===== src/fcp_pkg.sv =====
// ----------------------------------------------------------------------------
// fcp_pkg: shared types and constants of the fly camera pose update core
// Fixed-point angle constants, datapath command codes and rounding helpers.
// ----------------------------------------------------------------------------
`default_nettype none
package fcp_pkg;

  // Angles in Q.16 degrees
  localparam logic signed [41:0] HALF_TURN    = 42'sd11796480;
  localparam logic signed [41:0] FULL_TURN    = 42'sd23592960;
  localparam logic signed [41:0] PITCH_LIMIT  = 42'sd5832704;
  localparam logic signed [25:0] QUARTER_26   = 26'sd5898240;
  localparam logic signed [25:0] HALF_26      = 26'sd11796480;
  localparam logic signed [31:0] CORDIC_GAIN  = 32'sd163008218;
  localparam logic signed [31:0] ONE_Q28      = 32'sd268435456;
  localparam logic signed [15:0] ONE_Q14      = 16'sd16384;
  localparam logic [4:0]         WRAP_TOP     = 5'd16;
  localparam logic [4:0]         MOVE_LAST    = 5'd5;
  localparam logic [4:0]         VEC_LAST     = 5'd4;

  // Configuration register indexes
  localparam logic [2:0] CFG_MOVE_SPEED  = 3'd0;
  localparam logic [2:0] CFG_TURN_SENS   = 3'd1;
  localparam logic [2:0] CFG_START_YAW   = 3'd2;
  localparam logic [2:0] CFG_START_PITCH = 3'd3;
  localparam logic [2:0] CFG_START_X     = 3'd4;
  localparam logic [2:0] CFG_START_Y     = 3'd5;
  localparam logic [2:0] CFG_START_Z     = 3'd6;

  // Datapath operations
  typedef enum logic [3:0] {
    DP_NOP, DP_CAPTURE, DP_LOAD, DP_MDX, DP_MDY, DP_PITCH, DP_MOVE, DP_SAT,
    DP_WRAP, DP_WFIX, DP_CINIT, DP_CSTEP, DP_CFIN, DP_VEC, DP_OUT
  } dp_op_t;

  typedef struct packed {
    dp_op_t     op;
    logic [4:0] idx;
    logic       sel;
  } dp_cmd_t;

  typedef struct packed {
    logic restart;
    logic move_en;
    logic out_busy;
  } dp_stat_t;

  typedef struct packed {
    logic               opcode;
    logic               move_enable;
    logic               go_forward;
    logic               go_backward;
    logic               go_left;
    logic               go_right;
    logic               go_up;
    logic               go_down;
    logic signed [15:0] mouse_dx;
    logic signed [15:0] mouse_dy;
    logic [15:0]        frame_time;
  } cam_in_t;

  typedef struct packed {
    logic signed [31:0] pos_x;
    logic signed [31:0] pos_y;
    logic signed [31:0] pos_z;
    logic signed [15:0] front_x;
    logic signed [15:0] front_y;
    logic signed [15:0] front_z;
    logic signed [15:0] right_x;
    logic signed [15:0] right_z;
    logic signed [15:0] up_x;
    logic signed [15:0] up_y;
    logic signed [15:0] up_z;
  } cam_out_t;

  // atan(2^-i) in Q.16 degrees
  function automatic logic signed [25:0] atan_deg(input logic [4:0] i);
    logic signed [25:0] v;
    case (i)
      5'd0:  v = 26'sd2949120;
      5'd1:  v = 26'sd1740967;
      5'd2:  v = 26'sd919879;
      5'd3:  v = 26'sd466945;
      5'd4:  v = 26'sd234379;
      5'd5:  v = 26'sd117304;
      5'd6:  v = 26'sd58666;
      5'd7:  v = 26'sd29335;
      5'd8:  v = 26'sd14668;
      5'd9:  v = 26'sd7334;
      5'd10: v = 26'sd3667;
      5'd11: v = 26'sd1833;
      5'd12: v = 26'sd917;
      5'd13: v = 26'sd458;
      5'd14: v = 26'sd229;
      5'd15: v = 26'sd115;
      5'd16: v = 26'sd57;
      5'd17: v = 26'sd29;
      5'd18: v = 26'sd14;
      5'd19: v = 26'sd7;
      5'd20: v = 26'sd4;
      5'd21: v = 26'sd2;
      5'd22: v = 26'sd1;
      default: v = 26'sd0;
    endcase
    return v;
  endfunction

  // Round half away from zero, drop 14 fraction bits
  function automatic logic signed [63:0] rnd14(input logic signed [63:0] v);
    logic [63:0] m;
    logic [63:0] r;
    m = v[63] ? 64'(-v) : 64'(v);
    r = (m + 64'd8192) >> 14;
    return v[63] ? -$signed(r) : $signed(r);
  endfunction

  // Round half away from zero, drop 42 fraction bits
  function automatic logic signed [63:0] rnd42(input logic signed [63:0] v);
    logic [63:0] m;
    logic [63:0] r;
    m = v[63] ? 64'(-v) : 64'(v);
    r = (m + (64'd1 << 41)) >> 42;
    return v[63] ? -$signed(r) : $signed(r);
  endfunction

  // Clamp to +-1.0 in Q1.14
  function automatic logic signed [15:0] clamp14(input logic signed [63:0] v);
    logic signed [15:0] r;
    if (v > 64'sd16384) r = ONE_Q14;
    else if (v < -64'sd16384) r = -ONE_Q14;
    else r = 16'(v);
    return r;
  endfunction

endpackage
`default_nettype wire


===== src/fcp_ctrl.sv =====
// ----------------------------------------------------------------------------
// fcp_ctrl: sequencer of the fly camera pose update
// Steps the datapath through velocity, turn, move, yaw wrap, CORDIC and
// vector rebuild for one item at a time; a restart skips turn and move, and move also runs only when enabled.
// ----------------------------------------------------------------------------
`default_nettype none
module fcp_ctrl #(
  parameter int CORDIC_STEPS = 16
) (
  input  wire logic             clk,
  input  wire logic             rst_n,
  input  wire logic             in_valid,
  output logic                  in_ready,
  input  wire fcp_pkg::dp_stat_t stat,
  output fcp_pkg::dp_cmd_t      cmd
);

  typedef enum logic [13:0] {
    S_IDLE  = 14'b00000000000001,
    S_LOAD  = 14'b00000000000010,
    S_MDX   = 14'b00000000000100,
    S_MDY   = 14'b00000000001000,
    S_PITCH = 14'b00000000010000,
    S_MOVE  = 14'b00000000100000,
    S_SAT   = 14'b00000001000000,
    S_WRAP  = 14'b00000010000000,
    S_WFIX  = 14'b00000100000000,
    S_CINIT = 14'b00001000000000,
    S_CSTEP = 14'b00010000000000,
    S_CFIN  = 14'b00100000000000,
    S_VEC   = 14'b01000000000000,
    S_DONE  = 14'b10000000000000
  } state_t;

  localparam logic [4:0] CORDIC_LAST = 5'(CORDIC_STEPS - 1);

  state_t     state_r, state_nxt;
  logic [4:0] cnt_r, cnt_nxt;
  logic       sel_r, sel_nxt;

  assign in_ready = (state_r == S_IDLE);

  // Sequence the item and issue one datapath command a cycle
  always_comb begin
    state_nxt = state_r;
    cnt_nxt   = cnt_r;
    sel_nxt   = sel_r;
    cmd.op    = fcp_pkg::DP_NOP;
    cmd.idx   = cnt_r;
    cmd.sel   = sel_r;
    case (state_r)
      S_IDLE: begin
        if (in_valid) begin
          cmd.op    = fcp_pkg::DP_CAPTURE;
          state_nxt = S_LOAD;
        end
      end
      S_LOAD: begin
        cmd.op = fcp_pkg::DP_LOAD;
        if (stat.restart) begin
          state_nxt = S_WRAP;
          cnt_nxt   = fcp_pkg::WRAP_TOP;
        end else begin
          state_nxt = S_MDX;
        end
      end
      S_MDX: begin
        cmd.op    = fcp_pkg::DP_MDX;
        state_nxt = S_MDY;
      end
      S_MDY: begin
        cmd.op    = fcp_pkg::DP_MDY;
        state_nxt = S_PITCH;
      end
      S_PITCH: begin
        cmd.op = fcp_pkg::DP_PITCH;
        if (stat.move_en) begin
          state_nxt = S_MOVE;
          cnt_nxt   = '0;
        end else begin
          state_nxt = S_WRAP;
          cnt_nxt   = fcp_pkg::WRAP_TOP;
        end
      end
      S_MOVE: begin
        cmd.op = fcp_pkg::DP_MOVE;
        if (cnt_r == fcp_pkg::MOVE_LAST) state_nxt = S_SAT;
        else cnt_nxt = cnt_r + 5'd1;
      end
      S_SAT: begin
        cmd.op    = fcp_pkg::DP_SAT;
        state_nxt = S_WRAP;
        cnt_nxt   = fcp_pkg::WRAP_TOP;
      end
      S_WRAP: begin
        cmd.op = fcp_pkg::DP_WRAP;
        if (cnt_r == '0) state_nxt = S_WFIX;
        else cnt_nxt = cnt_r - 5'd1;
      end
      S_WFIX: begin
        cmd.op    = fcp_pkg::DP_WFIX;
        state_nxt = S_CINIT;
        sel_nxt   = 1'b0;
      end
      S_CINIT: begin
        cmd.op    = fcp_pkg::DP_CINIT;
        state_nxt = S_CSTEP;
        cnt_nxt   = '0;
      end
      S_CSTEP: begin
        cmd.op = fcp_pkg::DP_CSTEP;
        if (cnt_r == CORDIC_LAST) state_nxt = S_CFIN;
        else cnt_nxt = cnt_r + 5'd1;
      end
      S_CFIN: begin
        cmd.op = fcp_pkg::DP_CFIN;
        if (!sel_r) begin
          sel_nxt   = 1'b1;
          state_nxt = S_CINIT;
        end else begin
          state_nxt = S_VEC;
          cnt_nxt   = '0;
        end
      end
      S_VEC: begin
        cmd.op = fcp_pkg::DP_VEC;
        if (cnt_r == fcp_pkg::VEC_LAST) state_nxt = S_DONE;
        else cnt_nxt = cnt_r + 5'd1;
      end
      S_DONE: begin
        if (!stat.out_busy) begin
          cmd.op    = fcp_pkg::DP_OUT;
          state_nxt = S_IDLE;
        end
      end
      default: state_nxt = S_IDLE;
    endcase
  end

  always_ff @(posedge clk) begin
    if (!rst_n) begin
      state_r <= S_IDLE;
      cnt_r   <= '0;
      sel_r   <= 1'b0;
    end else begin
      state_r <= state_nxt;
      cnt_r   <= cnt_nxt;
      sel_r   <= sel_nxt;
    end
  end

  a_onehot: assert property (@(posedge clk) disable iff (!rst_n) $onehot(state_r))
    else $error("controller state not one-hot");
  a_cnt_cordic: assert property (@(posedge clk) disable iff (!rst_n)
    state_r == S_CSTEP |-> cnt_r <= CORDIC_LAST)
    else $error("CORDIC step count overrun");
  a_accept_seq: assert property (@(posedge clk) disable iff (!rst_n)
    (in_valid && in_ready) |=> state_r == S_LOAD)
    else $error("accepted beat did not start a sequence");

endmodule
`default_nettype wire


===== config.mk =====
export PLATFORM = sky130hd
export DESIGN_NAME = fcp_ctrl
export DESIGN_NICKNAME = d
export VERILOG_FILES = /design/src/fcp_pkg.sv /design/src/fcp_ctrl.sv
export SDC_FILE = /design/constraint.sdc
export NUM_CORES = 1
export LEC_CHECK = 0
export ABC_AREA = 1
export BUFFER_PORTS_ARGS = -buffer_cell sky130_fd_sc_hd__clkbuf_2
export CAP_MARGIN = 40
export CORE_ASPECT_RATIO = 0.75
export CORE_UTILIZATION = 51
export DETAILED_ROUTE_END_ITERATION = 8
export PLACE_DENSITY = 0.7
export SETUP_SLACK_MARGIN = 0.02
export SYNTH_ARGS = -nofsm -noshare
export SYNTH_HDL_FRONTEND = slang
export SYNTH_SLANG_ARGS = --single-unit

===== constraint.sdc =====
create_clock -name clk -period 4.9 [get_ports clk]
set_clock_uncertainty 0.2 [all_clocks]
set_input_delay 1.47 -clock clk [delete_from_list [all_inputs] [get_ports clk]]
set_output_delay 1.47 -clock clk [all_outputs]
set_load 0.03 [all_outputs]

; Word level (Yosys, flattened, before mapping)
; Index checks and enable logic that the tools add are counted.
[word_totals]
register_bits = 20
word_cells = 61
out_inout_bits = 11
[op_classes]
eq_ne = 29
muxes = 22
n_reduce_logical = 5
addsub = 2
[op_table]
columns = operator, count
row1 = case mux 14 bit (14 select lines), 1
row2 = two-way mux 14 bit, 6
row3 = case mux 4 bit (14 select lines), 1
row4 = case mux 5 bit (9 select lines), 1
row5 = two-way mux 5 bit, 7
row6 = inequality test 2 bit (second input constant), 12
row7 = two-way mux 8 bit, 2
row8 = == test 14 x 1 -> 1 bit (second input constant), 1
row9 = == test 14 x 10 -> 1 bit (second input constant), 1
row10 = == test 14 x 11 -> 1 bit (second input constant), 1
row11 = == test 14 x 12 -> 1 bit (second input constant), 1
row12 = == test 14 x 13 -> 1 bit (second input constant), 1
row13 = == test 14 bit (second input constant), 1
row14 = == test 14 x 2 -> 1 bit (second input constant), 1
row15 = == test 14 x 3 -> 1 bit (second input constant), 1
row16 = == test 14 x 4 -> 1 bit (second input constant), 1
row17 = == test 14 x 5 -> 1 bit (second input constant), 1
row18 = == test 14 x 6 -> 1 bit (second input constant), 1
row19 = == test 14 x 7 -> 1 bit (second input constant), 1
row20 = == test 14 x 8 -> 1 bit (second input constant), 1
row21 = == test 14 x 9 -> 1 bit (second input constant), 1
row22 = two-way mux 13 bit, 1
row23 = == test 5 x 3 -> 1 bit (second input constant), 2
row24 = nonzero test 9 bit, 1
row25 = other kinds (10), 10

; Longest topological paths before layout
; Gate-level depths: netlist of the first run.
[depth]
depth_word = 3
depth_mapped = 17

; Worst setup path before layout of the first run
; No wires, ideal clock.
[synth_path]
kind = input to output
startpoint = input stat[0] (netlist bit)
endpoint = output cmd[8] (netlist bit)
t_arrival_ns = 1.992
path_buffers = 0
required_ns = 3.230
setup_slack_ns = 1.238
stages = 5
cell_sequence = inv_1 -> nand2_1 -> nand2_1 -> nor2_1 -> nand4_1
[synth_rtl]
columns = item, line
row1 = start: declaration, fcp_ctrl.sv:14  ; input wire fcp_pkg::dp_stat_t stat,
row2 = end: declaration, fcp_ctrl.sv:15  ; output fcp_pkg::dp_cmd_t cmd

==> metrics.yaml, run 1 <==
setup_path:
  crit_slowest_cell: "clkbuf_2"
  cp.required_ns: 3.23
  rr_worst_depth: 15
  path_class: "in -> out"
  cp_cell_sequence: "clkbuf_2, inv_1, nand2_1, nand2_1, nor2_1, nand4_1, clkbuf_2"
  end_kind: "output pin"
  path_max_fanout: 3
  arrival_ns: 2.10
  cp-start-kind: "input port"
  max_stage_delay_ns: 0.19
sta:
  finalHoldViolations: 0
  rsz0062_at_grt: "false"
  slew_headroom: 0.6878
  period_share: 0.7703
  maxSlewViolCount: 0
  setup_tns_ns: 0
  setup_viol: 0
  worst_pin_slew_ns: 0.4677
  min_period_ns: 3.775
  fmaxAchievable_mhz: 264.9
final_layout:
  syn_to_final_growth_pct: 8.658
  n_antenna_cell: 0
  nets: 288
  fillerInstances: 306
  drive_gt1_frac: 0.2050
grt:
  grt_pass1_vias: 1506
  overflow: 0
  antenna_found_initial: 0
  grt_pass1_wl_um: 7010
  gr-usage-all-layers: 0.2765
  grt_max_degree: 12
place:
  dp_hpwl_um: 3440
  place_congestion: 0.9507
  io_buffers: 16
route:
  wire_per_inst_um: 13.59
  vias: 1729
  ant_nets: 0
  drt_iter0_drc: 204
  drc: 0
  wl_um: 4296
  drt_pre_antenna_iters: 4
  detail_route.vias_per_cell: 5.472
cts:
  clock-root-buffer: "clkbuf_8"
  clock-sinks: 20
  tritoncts: "built"
  clkTransAtPathRegs_ns: 0.07
  postCtsHoldBufs: 0
  cts_buffer_depth: 2
  htree_levels: 1
  worstSkewPairLatency_ns: 0.26
  cts_resized: 0
  postCtsSetupBuffers: 0
  cts_buffers: 3
power_and_ir_drop:
  total_power_w: 0.0006514
  ir_drop_uv: 145.4
  powerDensity_mw_per_mm2: 351.5
  p_leak_nw: 0.9792
synth:
  yosysMostFrequentCell: "inv_1"
  synth_ff_type: "dfxtp_1"
  ys_ff_latch: 20
  synth.top_cell.area_share: 0.2348
  syn_inst: 263
  syn_avg_cell_area_um2: 6.484
  synth_seq_area_share: 0.2348
  syn_nets: 271
  synth_edf_count: 0
  synth_area_mm2: 0.001705
  synth_commonest_cells: "48 x inv_1, 46 x nand2_1, 28 x nor2_1"
  synth.area.top_cells: "dfxtp_1 23%, inv_1 11%, nand2_1 10%"
  synthDistinctLibCells: 35
  postSynth.asyncResetShare: 0
  ys_warn_count: 0
  yosys.area.top_type: "dfxtp_1"
floorplanning:
  rows: 17
  io_pins: 17
  die-area_mm2: 0.003582
  coreArea_mm2: 0.003063
  initial_core_util: 0.5568
  die_x_um: 68.77
  die_h_um: 52.08
min_path:
  hold_path_depth: 2
  hold_class: "reg -> reg"
run:
  cap_violations: 0
status:
  status: "complete, no violations"
[routing by layer]
layer / global-route usage / part of all wire
met2: 0.3922 / 0.40
met1: 0.4122 / 0.52
met3: 0.07018 / 0.076
met4: 0.06122 / 0.0081
met5: 0 / 0
[worst paths after layout]
path              startpoint  slack, ns       end
setup reg to reg  state_r[6]       2.46  cnt_r[2]
hold reg to reg        sel_r       0.33     sel_r
hold / removal         sel_r       0.33     sel_r
setup / recovery     stat[0]       1.13    cmd[8]
[through the flow]
stage	instances	cell area, um2	worst slack [ns]	hold WS (ns)	utilization
floorplan	263	1705	1.238	0.2783	-
global placement	313	1812	1.135	0.3247	0.5915
detailed placement	313	1812	1.124	0.3226	0.5915
CTS	316	1853	1.114	0.3339	0.6050
global route	316	1853	1.034	0.3712	0.6050
finish	316	1853	1.125	0.3339	0.6050
[cells by family after synthesis]
logic type | after synthesis | share of synthesized area
flops | 20 | 0.2348
fa+ha+maj | 2 | 0.01467
compound gates | 24 | 0.08437
buf+inv | 55 | 0.1262
simple gates | 160 | 0.5297
xor+xnor | 2 | 0.01027
[worst max-delay path, delay by kind of cell]
family,cells,cell delay (ns)
buf+inv,3,0.31
simple gates,4,0.32
[cell usage in the layout, fill, tap and decap left out, types with 3 or more instances in the layout]
cell / netlist / layout
nand2_1: 46 / 46
nand2_2: 4 / 4
nor2_2: 6 / 6
a21oi_1: 8 / 8
nor2_1: 28 / 28
nor2_4: 5 / 5
nand2_4: 5 / 5
inv_1: 48 / 48
o21ai_1: 5 / 5
dfxtp_1: 20 / 20
a21oi_2: 4 / 4
nand3_1: 25 / 25
clkbuf_8: 0 / 3
nand4_1: 14 / 14
o21ai_0: 4 / 4
nor3_1: 13 / 13
clkbuf_2: 0 / 16
nand3b_1: 3 / 3
[where the power goes]
part / internal (W) / switching, W
clock network: 0.0000549 / 0.0000561
logic: 0.000111 / 0.000226
registers: 0.000179 / 0.0000250
[area by class of cell]
cell class | count | area, um2 | share of cell area
well taps | 38 | 47.55 | 0.02566
clock buffers | 3 | 41.29 | 0.02228
flip-flops and latches | 20 | 400.4 | 0.2161
inverters | 51 | 193.9 | 0.1047
repair buffers | 16 | 80.08 | 0.04321
multi-input cells | 188 | 1090 | 0.5881
[registers in the layout, summed over array words and instances, names as in the netlist]
signal	cells
cnt_r	5
state_r	14
sel_r	1
Note: power is estimated with default switching activity, not from simulation.
==> inputs of run 2 (changes only) <==
Clock period 4.9 ns to 3.65 ns, I/O delays scaled along.
==> run 2 against run 1 <==
Against the previous run:
- die area unchanged
- largest cell class unchanged
- via count down 2.4%
- global-route usage down 1.1 points
- utilization up 0.45 points
- cell area up 0.74%
- wire length down 2.9%
- setup slack worse by 0.79 ns
- highest routed layer unchanged
- first-iteration DRC count down 38%
- total power up 39%
==> metrics.yaml, run 2 (synthesis gave the netlist of run 1 again) <==
grt:
  grt_pass1_wl_um: 6844  # -2.4%
  overflow: 0  # unchanged
  antenna_found_initial: 0  # unchanged
  gr-usage-all-layers: 0.2660  # -0.01051
  grt_pass1_vias: 1408  # -6.5%
  grt_max_degree: 12  # unchanged
cts:
  postCtsSetupBuffers: 0  # unchanged
  cts_resized: 0  # unchanged
  clock-root-buffer: "clkbuf_8"
  clkTransAtPathRegs_ns: 0.08  # about the same
  worstSkewPairLatency_ns: 0.27  # about the same
  cts_buffers: 3  # unchanged
  htree_levels: 1  # unchanged
  cts_buffer_depth: 2  # unchanged
  tritoncts: "built"
  clock-sinks: 20  # unchanged
  postCtsHoldBufs: 0  # unchanged
power_and_ir_drop:
  clkPwrFrac: 0.193  # +0.023
  combPwrFrac: 0.505  # -0.011
  powerDensity_mw_per_mm2: 485.3  # +38%
  p_leak_nw: 0.9864  # +0.73%
  intPower_w: 0.0004853  # +41%
  seqPwrFrac: 0.302  # -0.011
  switching_power_w: 0.0004206  # +37%
  ir_drop_uv: 297.3  # +100%
  total_power_w: 0.0009059  # +39%
  swShare: 0.4643  # -0.006438
sta:
  setup_viol: 0  # unchanged
  rsz0062_at_grt: "false"
  setup_tns_ns: 0  # unchanged
  slew_headroom: 0.7014  # +0.01359
  period_share: 0.9090
  finalHoldViolations: 0  # unchanged
  worst_pin_slew_ns: 0.4474  # -0.02036 ns
  fmaxAchievable_mhz: 301.4
  maxSlewViolCount: 0  # unchanged
  min_period_ns: 3.318
floorplanning:
  rows: 17  # unchanged
  initial_core_util: 0.5568  # unchanged
  die-area_mm2: 0.003582  # unchanged
  io_pins: 17  # unchanged
  die_x_um: 68.77  # unchanged
  coreArea_mm2: 0.003063  # unchanged
  die_h_um: 52.08  # unchanged
place:
  placedCellCount: 313  # unchanged
  place_congestion: 0.9718  # +2.2%
  dp_hpwl_um: 3369  # -2.1%
  io_buffers: 16  # unchanged
setup_path:
  worst_path_most_repeated_cell: "nand2_1"
  arrival_ns: 2.02  # -0.08 ns
  max_stage_delay_ns: 0.34  # +0.15 ns
  cp-start-kind: "register"
  cp_cell_sequence: "nor2_2, nand2_2, nor2_8, inv_2, nor4_2, nand2_1, nand2_1, nor2_1, nand4_1, clkbuf_2"
  path_max_fanout: 9  # +6
  crit_slowest_cell: "dfxtp_1"
  path_class: "reg -> out"
  cp.required_ns: 2.35  # -0.88 ns
  end_kind: "output pin"
route:
  drt_iter0_drc: 126  # -38%
  ant_nets: 0  # unchanged
  drc: 0  # unchanged
  wire_per_inst_um: 13.16  # -3.2%
  wl_um: 4172  # -2.9%
  detail_route.vias_per_cell: 5.325  # -2.7%
  vias: 1688  # -2.4%
  drt_pre_antenna_iters: 4  # unchanged
final_layout:
  drive_gt1_frac: 0.2079  # +0.002849
  layout.cells.most_common: "inv_1"
  fillerInstances: 299  # -2.3%
  n_antenna_cell: 0  # unchanged
  register_area_um2: 400.4  # unchanged
  most-common-layout-cells: "48 x inv_1, 46 x nand2_1, 28 x nor2_1"
  multiInputGateArea_mm2: 0.001090  # unchanged
  largest_reg_flops: 14  # unchanged
  top_register: "state_r"
  reg.largest.list: "state_r x14, cnt_r x5, sel_r x1"
  syn_to_final_growth_pct: 9.464
  nets: 288  # unchanged
  instances_no_fill: 317  # +0.32%
status:
  status: "complete, no violations"
min_path:
  hold_class: "reg -> reg"
run:
  cap_violations: 0  # unchanged
run 2: cell count changes in the layout (fill, tap and decap cells not counted), sizes merged:
cell	previous run	this run
clkbuf	19	20
run 2: final cells by class:
class,instances,area share
Inverter,51,0.1039
Clock buffer,4,0.02949
Tap cell,38,0.02547
Sequential cell,20,0.2145
Multi-Input combinational cell,188,0.5838
Timing Repair Buffer,16,0.04290
run 2: final timing paths:
path / start / to / slack (ns) / cells after the start
worst max register to register: state_r[4] / cnt_r[4] / 1.23 / 16
worst max-delay path: state_r[4] / cmd[8] / 0.33 / 10
worst min register to register: sel_r / sel_r / 0.32 / 2
worst min-delay path: sel_r / sel_r / 0.32 / 2
run 2: power groups by stage:
stage,Sequential (W),Combinational [W],Clock [W]
3_5_place_dp,0.000278,0.000453,0
3_3_place_gp,0.000278,0.000451,0
6_report,0.000274,0.000458,0.000175
5_1_grt,0.000277,0.000503,0.000187
2_1_floorplan,0.000285,0.000353,0
4_1_cts,0.000273,0.000455,0.000177
run 2: per-layer routing:
metal / vias to the layer above / part of all wire / wire length [um] / GRT usage
li1: 898 / - / - / -
met1: 733 / 0.52 / 2152 / 0.4040
met2: 53 / 0.41 / 1696 / 0.3676
met3: 4 / 0.065 / 273 / 0.05921
met4: 0 / 0.012 / 50 / 0.07143
met5: - / 0 / 0 / 0
run 2: critical path, delay by kind of cell (launching register included):
family,cells,cell delay [ns]
AND/OR/NAND/NOR,8,1.11
flip-flops,1,0.34
buffers and inverters,2,0.30
run 2: metrics by stage:
stage                     hold slack, ns  utilization  worst slack (ns)  instance area (um2)
after floorplan                   0.2783            -            0.7337                 1705
after global placement            0.3107       0.5915            0.6221                 1812
after detailed placement          0.3011       0.5915            0.6079                 1812
after CTS                         0.3125       0.6095            0.3468                 1867
after global routing              0.3391       0.6095            0.1958                 1867
final                             0.3156       0.6095            0.3323                 1867
